--- src/hdl/assert_macros.svh ---
// Assertion helpers shared by the lexer RTL.
`ifndef ASSERT_MACROS_SVH
`define ASSERT_MACROS_SVH

// Checked at every rising edge outside reset.
`define RSL_ASSERT(lbl, clk, rst, prop, msg) \
  lbl: assert property (@(posedge clk) disable iff (rst) prop) else $error(msg);

// Checked at every rising edge, reset included.
`define RSL_ASSERT_ALL(lbl, clk, prop, msg) \
  lbl: assert property (@(posedge clk) prop) else $error(msg);

`endif

--- src/hdl/rsl_pkg.sv ---
`timescale 1ns / 1ps

package rsl_pkg;

  localparam int LEN_W   = 16;
  localparam int PHASE_W = 4;

  localparam logic [LEN_W-1:0] MAX_TOKEN_LEN = 16'hFFFF;
  localparam logic [7:0]       MAX_DEPTH     = 8'd255;
  localparam logic [7:0]       MAX_POUNDS    = 8'd255;

  // Commands
  localparam logic [1:0] CMD_START   = 2'd0;
  localparam logic [1:0] CMD_CHAR    = 2'd1;
  localparam logic [1:0] CMD_EOF     = 2'd2;
  localparam logic [1:0] CMD_RESTORE = 2'd3;

  // Token kinds
  localparam logic [2:0] KIND_RAWSTART   = 3'd0;
  localparam logic [2:0] KIND_RAWCONTENT = 3'd1;
  localparam logic [2:0] KIND_RAWEND     = 3'd2;
  localparam logic [2:0] KIND_COMMENT    = 3'd3;
  localparam logic [2:0] KIND_INNERDOC   = 3'd4;
  localparam logic [2:0] KIND_OUTERDOC   = 3'd5;

  // Scan phases
  localparam logic [PHASE_W-1:0] PH_IDLE      = 4'd0;
  localparam logic [PHASE_W-1:0] PH_FIRST     = 4'd1;
  localparam logic [PHASE_W-1:0] PH_DISPATCH  = 4'd2;
  localparam logic [PHASE_W-1:0] PH_RS_POUNDS = 4'd3;
  localparam logic [PHASE_W-1:0] PH_RC_SCAN   = 4'd4;
  localparam logic [PHASE_W-1:0] PH_RC_CLOSE  = 4'd5;
  localparam logic [PHASE_W-1:0] PH_RE_EAT    = 4'd6;
  localparam logic [PHASE_W-1:0] PH_CO_AFTER2 = 4'd7;
  localparam logic [PHASE_W-1:0] PH_CM_LOOP   = 4'd8;
  localparam logic [PHASE_W-1:0] PH_CM_SLASH  = 4'd9;
  localparam logic [PHASE_W-1:0] PH_CM_STAR   = 4'd10;

  // Characters
  localparam logic [7:0] CH_POUND = 8'h23;
  localparam logic [7:0] CH_QUOTE = 8'h22;
  localparam logic [7:0] CH_SLASH = 8'h2F;
  localparam logic [7:0] CH_STAR  = 8'h2A;
  localparam logic [7:0] CH_BANG  = 8'h21;
  localparam logic [7:0] CH_R     = 8'h72;
  localparam logic [7:0] CH_ASCII_MAX = 8'd127;

  typedef struct packed {
    logic [1:0] cmd;
    logic [5:0] valid_mask;
    logic [7:0] ch;
    logic [7:0] restore_pounds;
  } item_t;

  typedef struct packed {
    logic             accepted;
    logic [2:0]       token_kind;
    logic [LEN_W-1:0] token_length;
    logic [7:0]       pound_count_out;
  } result_t;

  // Saturating length count
  function automatic logic [LEN_W-1:0] sat_inc(input logic [LEN_W-1:0] v);
    sat_inc = (v == MAX_TOKEN_LEN) ? v : v + {{(LEN_W-1){1'b0}}, 1'b1};
  endfunction

endpackage

--- src/hdl/rsl_core.sv ---
`timescale 1ns / 1ps
`include "assert_macros.svh"

module rsl_core import rsl_pkg::*; (
  input  logic    clk,
  input  logic    rst,
  input  logic    step,
  input  item_t   item,
  output logic    res_fire,
  output result_t res
);

  logic [PHASE_W-1:0] scan_phase, scan_phase_next;
  logic [5:0]         kind_mask, kind_mask_next;
  logic [7:0]         stored_pounds, stored_pounds_next;
  logic [7:0]         running_pounds, running_pounds_next;
  logic [7:0]         depth, depth_next;
  logic [LEN_W-1:0]   consumed, consumed_next;
  logic [LEN_W-1:0]   marked_len, marked_len_next;
  logic               marked, marked_next;

  logic [PHASE_W-1:0] ph;
  logic               eof, done, fin, fin_ok, blank;
  logic [2:0]         fin_kind;
  logic [7:0]         c;
  logic [8:0]         rp_sum;

  assign c     = item.ch;
  assign eof   = (item.cmd == CMD_EOF);
  assign blank = (c == 8'd32) || (c >= 8'd9 && c <= 8'd13);
  assign rp_sum = {1'b0, running_pounds} + 9'd1;

  // One item: resolve the chained phases, then the phase that consumes or decides
  always_comb begin
    scan_phase_next     = scan_phase;
    kind_mask_next      = kind_mask;
    stored_pounds_next  = stored_pounds;
    running_pounds_next = running_pounds;
    depth_next          = depth;
    consumed_next       = consumed;
    marked_len_next     = marked_len;
    marked_next         = marked;
    ph       = scan_phase;
    done     = 1'b0;
    fin      = 1'b0;
    fin_ok   = 1'b0;
    fin_kind = KIND_RAWSTART;

    case (item.cmd)
      CMD_START: begin
        kind_mask_next      = item.valid_mask;
        running_pounds_next = '0;
        depth_next          = '0;
        consumed_next       = '0;
        marked_len_next     = '0;
        marked_next         = 1'b0;
        scan_phase_next     = PH_FIRST;
      end
      CMD_RESTORE: begin
        stored_pounds_next = item.restore_pounds;
      end
      default: begin
        if (scan_phase != PH_IDLE) begin
          // first character: comment path has precedence
          if (ph == PH_FIRST) begin
            if (|kind_mask[5:3]) begin
              done = 1'b1;
              if (eof) begin
                fin = 1'b1;
              end else if (kind_mask[4] && c == CH_BANG) begin
                consumed_next = sat_inc(consumed_next);
                fin = 1'b1; fin_ok = 1'b1; fin_kind = KIND_INNERDOC;
              end else if (kind_mask[5] && c == CH_STAR) begin
                consumed_next   = sat_inc(consumed_next);
                marked_len_next = consumed_next;
                marked_next     = 1'b1;
                scan_phase_next = PH_CO_AFTER2;
              end else begin
                consumed_next   = sat_inc(consumed_next);
                depth_next      = 8'd1;
                scan_phase_next = PH_CM_LOOP;
              end
            end else begin
              scan_phase_next = PH_DISPATCH;
              if (!eof && blank) done = 1'b1;
              else ph = PH_DISPATCH;
            end
          end

          // raw path selection
          if (!done && ph == PH_DISPATCH) begin
            if (eof) begin
              done = 1'b1; fin = 1'b1;
            end else if (kind_mask[0] && c == CH_R) begin
              done = 1'b1;
              consumed_next       = sat_inc(consumed_next);
              running_pounds_next = '0;
              scan_phase_next     = PH_RS_POUNDS;
            end else if (kind_mask[1]) begin
              ph = PH_RC_SCAN;
            end else if (kind_mask[2] && c == CH_QUOTE) begin
              done = 1'b1;
              consumed_next       = sat_inc(consumed_next);
              running_pounds_next = '0;
              if (stored_pounds_next == 8'd0) begin
                fin = 1'b1; fin_ok = 1'b1; fin_kind = KIND_RAWEND;
              end else begin
                scan_phase_next = PH_RE_EAT;
              end
            end else begin
              done = 1'b1; fin = 1'b1;
            end
          end

          // pounds after a content quote
          if (!done && ph == PH_RC_CLOSE) begin
            if (eof) begin
              done = 1'b1; fin = 1'b1;
            end else if (running_pounds < stored_pounds && c == CH_POUND) begin
              done = 1'b1;
              running_pounds_next = rp_sum[7:0];
              consumed_next       = sat_inc(consumed_next);
              if (rp_sum[7:0] == stored_pounds) begin
                fin = 1'b1; fin_ok = 1'b1; fin_kind = KIND_RAWCONTENT;
              end
            end else begin
              ph = PH_RC_SCAN;
            end
          end

          // outer doc check
          if (!done && ph == PH_CO_AFTER2) begin
            if (!eof && c == CH_SLASH) begin
              done = 1'b1; fin = 1'b1;
            end else if (!eof && c == CH_STAR) begin
              depth_next = 8'd1;
              ph = PH_CM_LOOP;
            end else begin
              done = 1'b1; fin = 1'b1; fin_ok = 1'b1; fin_kind = KIND_OUTERDOC;
            end
          end

          // possible nested opener
          if (!done && ph == PH_CM_SLASH) begin
            if (eof) begin
              done = 1'b1; fin = 1'b1;
            end else if (c == CH_STAR && depth >= MAX_DEPTH) begin
              done = 1'b1; fin = 1'b1;
            end else begin
              if (c == CH_STAR) depth_next = depth + 8'd1;
              ph = PH_CM_LOOP;
            end
          end

          // possible closer
          if (!done && ph == PH_CM_STAR) begin
            if (eof) begin
              done = 1'b1; fin = 1'b1;
            end else begin
              if (c == CH_SLASH && depth != 8'd0) begin
                depth_next = depth - 8'd1;
                if (depth == 8'd1) begin
                  done = 1'b1; fin = 1'b1;
                  fin_ok = kind_mask[3]; fin_kind = KIND_COMMENT;
                end
              end
              if (!done) ph = PH_CM_LOOP;
            end
          end

          // phases that always consume or decide
          if (!done) begin
            case (ph)
              PH_RS_POUNDS: begin
                if (eof) begin
                  fin = 1'b1;
                end else if (c == CH_POUND) begin
                  if (running_pounds >= MAX_POUNDS) begin
                    fin = 1'b1;
                  end else begin
                    running_pounds_next = rp_sum[7:0];
                    consumed_next       = sat_inc(consumed_next);
                  end
                end else if (c == CH_QUOTE) begin
                  consumed_next      = sat_inc(consumed_next);
                  stored_pounds_next = running_pounds;
                  fin = 1'b1; fin_ok = 1'b1; fin_kind = KIND_RAWSTART;
                end else begin
                  fin = 1'b1;
                end
              end
              PH_RC_SCAN: begin
                if (eof) begin
                  fin = 1'b1;
                end else if (c == CH_QUOTE) begin
                  marked_len_next     = consumed_next;
                  marked_next         = 1'b1;
                  consumed_next       = sat_inc(consumed_next);
                  running_pounds_next = '0;
                  if (stored_pounds == 8'd0) begin
                    fin = 1'b1; fin_ok = 1'b1; fin_kind = KIND_RAWCONTENT;
                  end else begin
                    scan_phase_next = PH_RC_CLOSE;
                  end
                end else begin
                  consumed_next   = sat_inc(consumed_next);
                  scan_phase_next = PH_RC_SCAN;
                end
              end
              PH_RE_EAT: begin
                if (eof) begin
                  fin = 1'b1; fin_ok = 1'b1; fin_kind = KIND_RAWEND;
                end else begin
                  consumed_next       = sat_inc(consumed_next);
                  running_pounds_next = rp_sum[7:0];
                  if (rp_sum >= {1'b0, stored_pounds}) begin
                    fin = 1'b1; fin_ok = 1'b1; fin_kind = KIND_RAWEND;
                  end
                end
              end
              PH_CM_LOOP: begin
                if (eof) begin
                  fin = 1'b1;
                end else if (c == CH_SLASH) begin
                  consumed_next   = sat_inc(consumed_next);
                  scan_phase_next = PH_CM_SLASH;
                end else if (c == CH_STAR) begin
                  if (depth_next == 8'd1) begin
                    marked_len_next = consumed_next;
                    marked_next     = 1'b1;
                  end
                  consumed_next   = sat_inc(consumed_next);
                  scan_phase_next = PH_CM_STAR;
                end else if (c > CH_ASCII_MAX) begin
                  fin = 1'b1;
                end else begin
                  marked_len_next = consumed_next;
                  marked_next     = 1'b1;
                  consumed_next   = sat_inc(consumed_next);
                  scan_phase_next = PH_CM_LOOP;
                end
              end
              default: begin
                scan_phase_next = PH_IDLE;
              end
            endcase
          end

          if (fin) scan_phase_next = PH_IDLE;
        end
      end
    endcase
  end

  // Result beat, formed from the updated state
  assign res_fire            = fin;
  assign res.accepted        = fin_ok;
  assign res.token_kind      = fin_ok ? fin_kind : 3'd0;
  assign res.token_length    = fin_ok ? (marked_next ? marked_len_next : consumed_next)
                                      : '0;
  assign res.pound_count_out = stored_pounds_next;

  // Scan state
  always_ff @(posedge clk) begin
    if (rst) begin
      scan_phase     <= PH_IDLE;
      kind_mask      <= '0;
      stored_pounds  <= '0;
      running_pounds <= '0;
      depth          <= '0;
      consumed       <= '0;
      marked_len     <= '0;
      marked         <= 1'b0;
    end else if (step) begin
      scan_phase     <= scan_phase_next;
      kind_mask      <= kind_mask_next;
      stored_pounds  <= stored_pounds_next;
      running_pounds <= running_pounds_next;
      depth          <= depth_next;
      consumed       <= consumed_next;
      marked_len     <= marked_len_next;
      marked         <= marked_next;
    end
  end

  `RSL_ASSERT(a_idle_after_result, clk, rst, step && res_fire |=> scan_phase == PH_IDLE, "scan not closed after result")
  `RSL_ASSERT(a_start_opens, clk, rst, step && item.cmd == CMD_START |=> scan_phase == PH_FIRST && consumed == '0, "start did not open a scan")
  `RSL_ASSERT(a_idle_no_result, clk, rst, scan_phase == PH_IDLE && (item.cmd == CMD_CHAR || item.cmd == CMD_EOF) |-> !res_fire, "result while idle")

endmodule

--- src/hdl/raw_string_nested_comment_lexer.sv ---
`timescale 1ns / 1ps
// Raw string / nested block comment lexer, one command beat per cycle while in_ready is high.
// Input channel (in_valid/in_ready): cmd, valid_mask, ch, restore_pounds.
//   cmd start opens a scan with the acceptable kind mask, cmd char feeds one
//   lookahead byte, cmd end-of-input closes the stream, cmd restore loads
//   the kept pound count at any time.
// Output channel (out_valid/out_ready): accepted, token_kind, token_length,
//   pound_count_out; one beat when a scan decides, none otherwise.
// Result: registered, visible the cycle after the deciding input beat.
// Throughput: one input beat per cycle while in_ready is high; the whole
//   per-character update is a single pass of logic between the scan state
//   registers and the output register.
// Stall: while a result waits in the output register and out_ready is
//   low, in_ready drops; taking the result reopens the input in the same
//   cycle, so a steady receiver sees no bubbles.
// Reset (rst, synchronous, active high): scan idle, pound count zero,
//   mask and counters cleared, output register empty.
module raw_string_nested_comment_lexer import rsl_pkg::*; (
  input  logic             clk,
  input  logic             rst,
  input  logic             in_valid,
  output logic             in_ready,
  input  logic [1:0]       cmd,
  input  logic [5:0]       valid_mask,
  input  logic [7:0]       ch,
  input  logic [7:0]       restore_pounds,
  output logic             out_valid,
  input  logic             out_ready,
  output logic             accepted,
  output logic [2:0]       token_kind,
  output logic [LEN_W-1:0] token_length,
  output logic [7:0]       pound_count_out
);

  item_t   item;
  result_t res, res_q;
  logic    res_fire, in_fire;

  assign item.cmd            = cmd;
  assign item.valid_mask     = valid_mask;
  assign item.ch             = ch;
  assign item.restore_pounds = restore_pounds;

  assign in_ready = !out_valid || out_ready;
  assign in_fire  = in_valid && in_ready;

  rsl_core u_core (
    .clk      (clk),
    .rst      (rst),
    .step     (in_fire),
    .item     (item),
    .res_fire (res_fire),
    .res      (res)
  );

  // Output register
  always_ff @(posedge clk) begin
    if (rst) begin
      out_valid <= 1'b0;
    end else if (in_fire) begin
      out_valid <= res_fire;
    end else if (out_ready) begin
      out_valid <= 1'b0;
    end
  end

  always_ff @(posedge clk) begin
    if (in_fire && res_fire) res_q <= res;
  end

  assign accepted        = res_q.accepted;
  assign token_kind      = res_q.token_kind;
  assign token_length    = res_q.token_length;
  assign pound_count_out = res_q.pound_count_out;

  `RSL_ASSERT(a_no_overwrite, clk, rst, out_valid && !out_ready |-> !in_ready, "input open while result stalled")
  `RSL_ASSERT(a_result_lands, clk, rst, in_fire && res_fire |=> out_valid, "result beat lost")
  `RSL_ASSERT(a_reject_clean, clk, rst, out_valid && !accepted |-> token_kind == 3'd0 && token_length == '0, "reject carries kind or length")

endmodule

--- config.mk ---
export PLATFORM = sky130hd
export DESIGN_NAME = raw_string_nested_comment_lexer
export DESIGN_NICKNAME = d
export VERILOG_FILES = /design/src/hdl/rsl_pkg.sv /design/src/hdl/rsl_core.sv /design/src/hdl/raw_string_nested_comment_lexer.sv
export VERILOG_INCLUDE_DIRS = /design/src /design/src/hdl
export SDC_FILE = /design/constraint.sdc
export NUM_CORES = 1
export LEC_CHECK = 0
export BUFFER_PORTS_ARGS = -buffer_cell sky130_fd_sc_hd__buf_2
export CORE_MARGIN = 5
export CORE_UTILIZATION = 30
export CTS_CLUSTER_SIZE = 25
export DETAILED_ROUTE_END_ITERATION = 6
export GPL_TIMING_DRIVEN = 0
export PLACE_DENSITY = 0.49
export SYNTH_ARGS = -nofsm -noshare
export SYNTH_HDL_FRONTEND = slang
export SYNTH_SLANG_ARGS = --single-unit
--- constraint.sdc ---
create_clock -name clk -period 17.7 [get_ports clk]
set_clock_uncertainty 0.15 [all_clocks]
set_input_delay 2.655 -clock clk [delete_from_list [all_inputs] [get_ports clk]]
set_output_delay 2.655 -clock clk [all_outputs]
set_load 0.05 [all_outputs]
## Yosys cells after proc, flatten, opt, wreduce, memory -nomap -nowiden

Cells that the tools add are included.

| word-level totals | value |
|---|---|
| output and inout bits | 30 |
| word-level logic and storage cells | 414 |
| register bits | 96 |
| input bits | 28 |

| cells by class | value |
|---|---|
| bitwise logic cells | 3 |
| magnitude comparators | 7 |
| $add $sub $neg | 7 |
| reductions and logical operators | 40 |
| mux-type cells | 318 |
| eq/ne operators | 26 |

Operators by type and width:

| cell | number |
|---|---|
| 16-bit 2-to-1 mux | 47 |
| 8-bit 2-to-1 mux | 40 |
| 4-bit 2-to-1 mux | 52 |
| 1-bit 2-to-1 mux | 130 |
| 3-bit 2-to-1 mux | 34 |
| 16-bit one-hot mux with 2 select lines | 3 |
| 16-bit by 1-bit adder with 16-bit output (second input constant) | 4 |
| 16-bit equality test (second input constant) | 4 |
| 8-bit by 6-bit equality test with 1-bit output (second input constant) | 6 |
| 16-bit one-hot mux with 3 select lines | 1 |
| 8-bit one-hot mux with 2 select lines | 3 |
| 8-bit one-hot mux with 3 select lines | 1 |
| 1-bit logical AND | 18 |
| 4-bit by 3-bit equality test with 1-bit output (second input constant) | 4 |
| 8-bit by 1-bit equality test with 1-bit output (second input constant) | 2 |
| 8-bit >= comparator (second input constant) | 2 |
| 4-bit equality test (second input constant) | 3 |
| 4-bit one-hot mux with 3 select lines | 1 |
| 8-bit by 1-bit adder with 9-bit output (second input constant) | 1 |
| 9-bit by 8-bit >= comparator with 1-bit output | 1 |
| 3-bit one-hot mux with 3 select lines | 1 |
| 8-bit by 1-bit adder with 8-bit output (second input constant) | 1 |
| 4-bit by 2-bit equality test with 1-bit output (second input constant) | 2 |
| 8-bit by 7-bit equality test with 1-bit output (second input constant) | 1 |
| other kinds (25) | 39 |

## Depth between registers and ports, before layout

| depth | value |
|---|---|
| word-level depth | 49 |
| depth in mapped cells | 33 |
| depth with buffers taken out | 29 |

## By module

Synthesis repeated with hierarchy kept, for this count alone.

| unflattened totals | value |
|---|---|
| cells, all modules | 1267 |
| area total of the unflattened synthesis | 9385.3 um2 |

By module, submodules not included:

| module | area each (um2) | cells an instance | sequential area each (um2) | instances |
|---|---|---|---|---|
| rsl_core | 8476.9 | 1233 | 1341.3 | 1 |
| raw_string_nested_comment_lexer | 908.4 | 34 | 860.8 | 1 |

## Worst setup path before layout

OpenSTA, ideal clock, no wires.

| timing path | value |
|---|---|
| path kind | input -> register |
| from | input cmd[0] |
| to | register res_q (netlist bit token_length[1]), data pin |
| cell stages on the path | 32 |
| required time | 17.270 ns |
| arrival | 8.519 ns |
| buffers on the path | 3 |
| setup time | 0.280 ns |
| setup slack | 8.751 ns |
| cells stage by stage | inv_1 ha_1 buf_2 inv_1 nand3_1 clkbuf_1 nor2_1 xnor2_1 inv_1 ha_1 inv_1 nor2_1 mux2_2 nand2_1 o31ai_2 xnor2_1 ha_1 and2_1 nand4_1 or2_2 o21ai_1 mux2i_1 inv_1 ha_1 inv_1 nor3_2 and4_1 buf_2 a21boi_0 mux2_2 a221oi_1 a311oi_1 |

| between the ends | value |
|---|---|
| cells in the longest elaborated chain, start to end | 47 |
| elaborated cells between the ends (all ways) | 215 |
| those cells by class | add/sub: 3; eq/ne: 15; mux: 180; reduce/logical: 17 |

RTL lines:

| element | RTL line | text |
|---|---|---|
| start, declared | raw_string_nested_comment_lexer.sv:23 | `input logic [1:0] cmd,` |
| parallel branches: the longest is 47 deep, another holds 16-bit by 1-bit adder with 16-bit output | n/a |  |
| end signal, assigned | raw_string_nested_comment_lexer.sv:68 | `if (in_fire && res_fire) res_q <= res;` |
| end, declared | raw_string_nested_comment_lexer.sv:36 | `result_t res, res_q;` |

Several ways; the timed one is not identified. The select of a mux whose other input is x is not followed.
A chain may end at the register's enable or synchronous reset.

## Worst setup path after layout

Ends and elaborated chain as after synthesis.

==> flow_summary.json <==
{
  "status": "finished, final reports clean",
  "insertion_delay_ns": 0.36,
  "diodes": 0,
  "cts_tree": "yes",
  "hpwl_um": 37200,
  "die_x_um": 194,
  "core_area_sq_um": 33400,
  "hold_depth": 2,
  "synth_mux_area_frac": 0.0343,
  "first_pass_iters": 6,
  "power_switching_uw": 166,
  "synthArstFlopShare": 0,
  "synth_compound_area_frac": 0.310,
  "power_density_nw_per_um2": 46.7,
  "start_util": 0.303,
  "end_kind": "register",
  "p_leak_nw": 3.79,
  "p_seq_frac": 0.444,
  "yosysMostFrequentCell": "nor2_1",
  "hold_buffers": 0,
  "synth_top_family_by_area": "simple AND/OR/NAND/NOR gates",
  "worst_r2r_path_depth": 27,
  "setup_viol": 0,
  "die-area_sq_um": 37500,
  "areaGrowthSynthToFinish_pct": 11.4,
  "maxCapViolations": 0,
  "place.gp.congestion": 0.983,
  "min_from": "u_core.stored_pounds[6]",
  "cp_slowest_cell": "mux2i_1",
  "num_vias": 11900,
  "hold_viol": 0,
  "synthXorXnorAreaFrac": 0.0364,
  "worst_slew_pin_slew_ns": 1.25,
  "rsz0062_at_grt": "false",
  "power.internal_uw": 360,
  "syn_nets": 1490,
  "yosys_warnings": 0,
  "grt_pass1_vias": 11100,
  "switching_share": 0.316,
  "path_delay_family": "simple AND/OR/NAND/NOR gates",
  "postRouteWirelength_um": 46800,
  "start_kind": "primary input",
  "drcViolationCount": 0,
  "grt_overflow": 0,
  "path_buf_inv": 9,
  "max_stage_delay_ns": 0.58,
  "max-slew-margin-rel": 0.157,
  "clk_pin_slew_ns": 0.07,
  "cp_num_cells": 30,
  "synthTopCellsByArea": "dfxtp_1 (13%), edfxtp_1 (8.3%), a21oi_1 (6.5%)",
  "met2_usage": 0.395,
  "cts-root-buf": "clkbuf_16",
  "crit_arrival_ns": 11.05,
  "critPathRequiredTime_ns": 17.62,
  "drtAntennaViolNets": 0,
  "r2r_start": "u_core.consumed[0]",
  "synth-edff-count": 28,
  "synthesis.area_sq_um": 10100,
  "grt_max_degree": 18,
  "grt_util_met3": 0.0303,
  "yosysUniqueCellTypes": 91,
  "num_io_pins": 58,
  "layout.nets": 1557,
  "grt.busiest_layer": "met2",
  "cts_buffer_depth": 2,
  "ys_ff_latch": 96,
  "power_frac_comb": 0.189,
  "drive_gt1_frac": 0.0870,
  "synthCells": 1434,
  "antenna_found_initial": 0,
  "synth_common_cells": "nor2_1 (167), nand2_1 (162), a21oi_1 (132)",
  "crit_path_max_fanout": 10,
  "synth-simple-area-share": 0.313,
  "tns_ns": 0,
  "grt_use_total": 0.238,
  "period_share": 0.629,
  "hp-class": "register to register",
  "grt_use_met1": 0.325,
  "dieHeight_um": 194,
  "grt_pass1_wl_um": 70300,
  "avgRoutedWirePerCell_um": 24.0,
  "cts_inserted_buffers": 9,
  "syn_avg_cell_area_sq_um": 7.05,
  "cp_common_cell": "inv_1",
  "synth_largest_area_cell": "dfxtp_1",
  "numPortBuffers": 55,
  "crit_path_start": "cmd[0]",
  "synthAdderAreaFrac": 0.0346,
  "post_cts.repair.setup_buffers": 0,
  "cts.sinks": 96,
  "fillers": 3782,
  "regArea_sq_um": 2200,
  "htree_levels": 3,
  "final_core_util": 0.337,
  "fin_crit_ns": 11.13,
  "total_power_uw": 526,
  "multiInputGateArea_sq_um": 7370,
  "yosysTopAreaCellShare": 0.135,
  "avgViaCountPerCell": 6.10,
  "cts_resized": 0,
  "path_class": "primary input to register",
  "maxSlewViolCount": 0,
  "seq_area_frac_synth": 0.218,
  "peakVddDrop_mv": 0.0489,
  "synth_ff_type": "dfxtp_1",
  "std_cell_rows": 67,
  "first_iter_violations": 1131,
  "fmax_ghz": 0.0898,
  "p_clk_frac": 0.367
}
## through the flow
step / worst slack (ns) / instance area (sq um) / hold slack, ns / std cells
5_1_grt: 6.16 / 11300 / 0.358 / 1954
3_3_place_gp: 6.37 / 10900 / 0.312 / 1937
3_5_place_dp: 6.45 / 11000 / 0.322 / 1938
2_1_floorplan: 8.75 / 10100 / 0.282 / 1434
6_report: 6.57 / 11300 / 0.342 / 1954
4_1_cts: 6.78 / 11300 / 0.332 / 1954
## state kept, by name (all words and copies together), names as in the netlist, 4 cells and up
signal / cells
pound_count_out: 8
u_core.marked_len: 16
u_core.kind_mask: 6
u_core.depth: 8
token_length: 16
u_core.running_pounds: 8
u_core.scan_phase: 4
u_core.consumed: 16
u_core.stored_pounds: 8
## layer usage
| layer | share of wire | wire [um] |
|---|---|---|
| met1 | 0.44 | 20800 |
| met2 | 0.46 | 21600 |
| met3 | 0.061 | 2840 |
| met4 | 0.034 | 1610 |
| met5 | 0 | 0 |
## kinds of logic (layout without fill, tap and decap cells)
| logic type | Yosys count | count (layout) |
|---|---|---|
| AND/OR/NAND/NOR | 635 | 635 |
| AO/OA/AOI/OAI | 465 | 465 |
| buffers and inverters | 135 | 207 |
| flip-flops | 96 | 96 |
| XOR/XNOR | 42 | 42 |
| multiplexers | 33 | 33 |
| adder cells (fa/ha/maj) | 28 | 28 |
## power by group through the flow
stage / Combinational [mW] / Sequential (mW) / Clock (mW)
global route: 0.106 / 0.234 / 0.205
finish: 0.0993 / 0.234 / 0.193
detailed placement: 0.0969 / 0.239 / 0
global placement: 0.0966 / 0.239 / 0
CTS: 0.0974 / 0.234 / 0.197
floorplan: 0.0610 / 0.237 / 0
## tightest hold or removal path, delay by kind of cell (launching register included)
| family | cells | cell delay, ns |
|---|---|---|
| AND/OR/NAND/NOR | 1 | 0.06 |
| flip-flops | 1 | 0.33 |
| AO/OA/AOI/OAI | 1 | 0.05 |
## final timing paths
kind                            slack (ns)                       to
worst max-delay path                  6.57          token_length[1]
worst min-delay path                  0.34  u_core.stored_pounds[6]
worst max register to register        8.50          token_length[1]
worst min register to register        0.34  u_core.stored_pounds[6]
## layout by cell type (no fill, tap or decap), drive strengths merged, types with 40 or more instances in the layout
cell type and n:
inv 40, a21oi 133, clkbuf 85, o21ai 73
nand2 162, nor2 167, nand3 69, dfxtp 68
buf 78, nor3 45, a211oi 41
## final cells by class
type | instances | area share
clock inverters | 5 | 0.00267
inverters | 39 | 0.0130
plain buffers | 96 | 0.0350
clock buffers | 11 | 0.0224
multi-input cells | 1203 | 0.655
repair buffers | 56 | 0.0269
well taps | 448 | 0.0498
flip-flops and latches | 96 | 0.196
(Power assumes the default switching activity.)
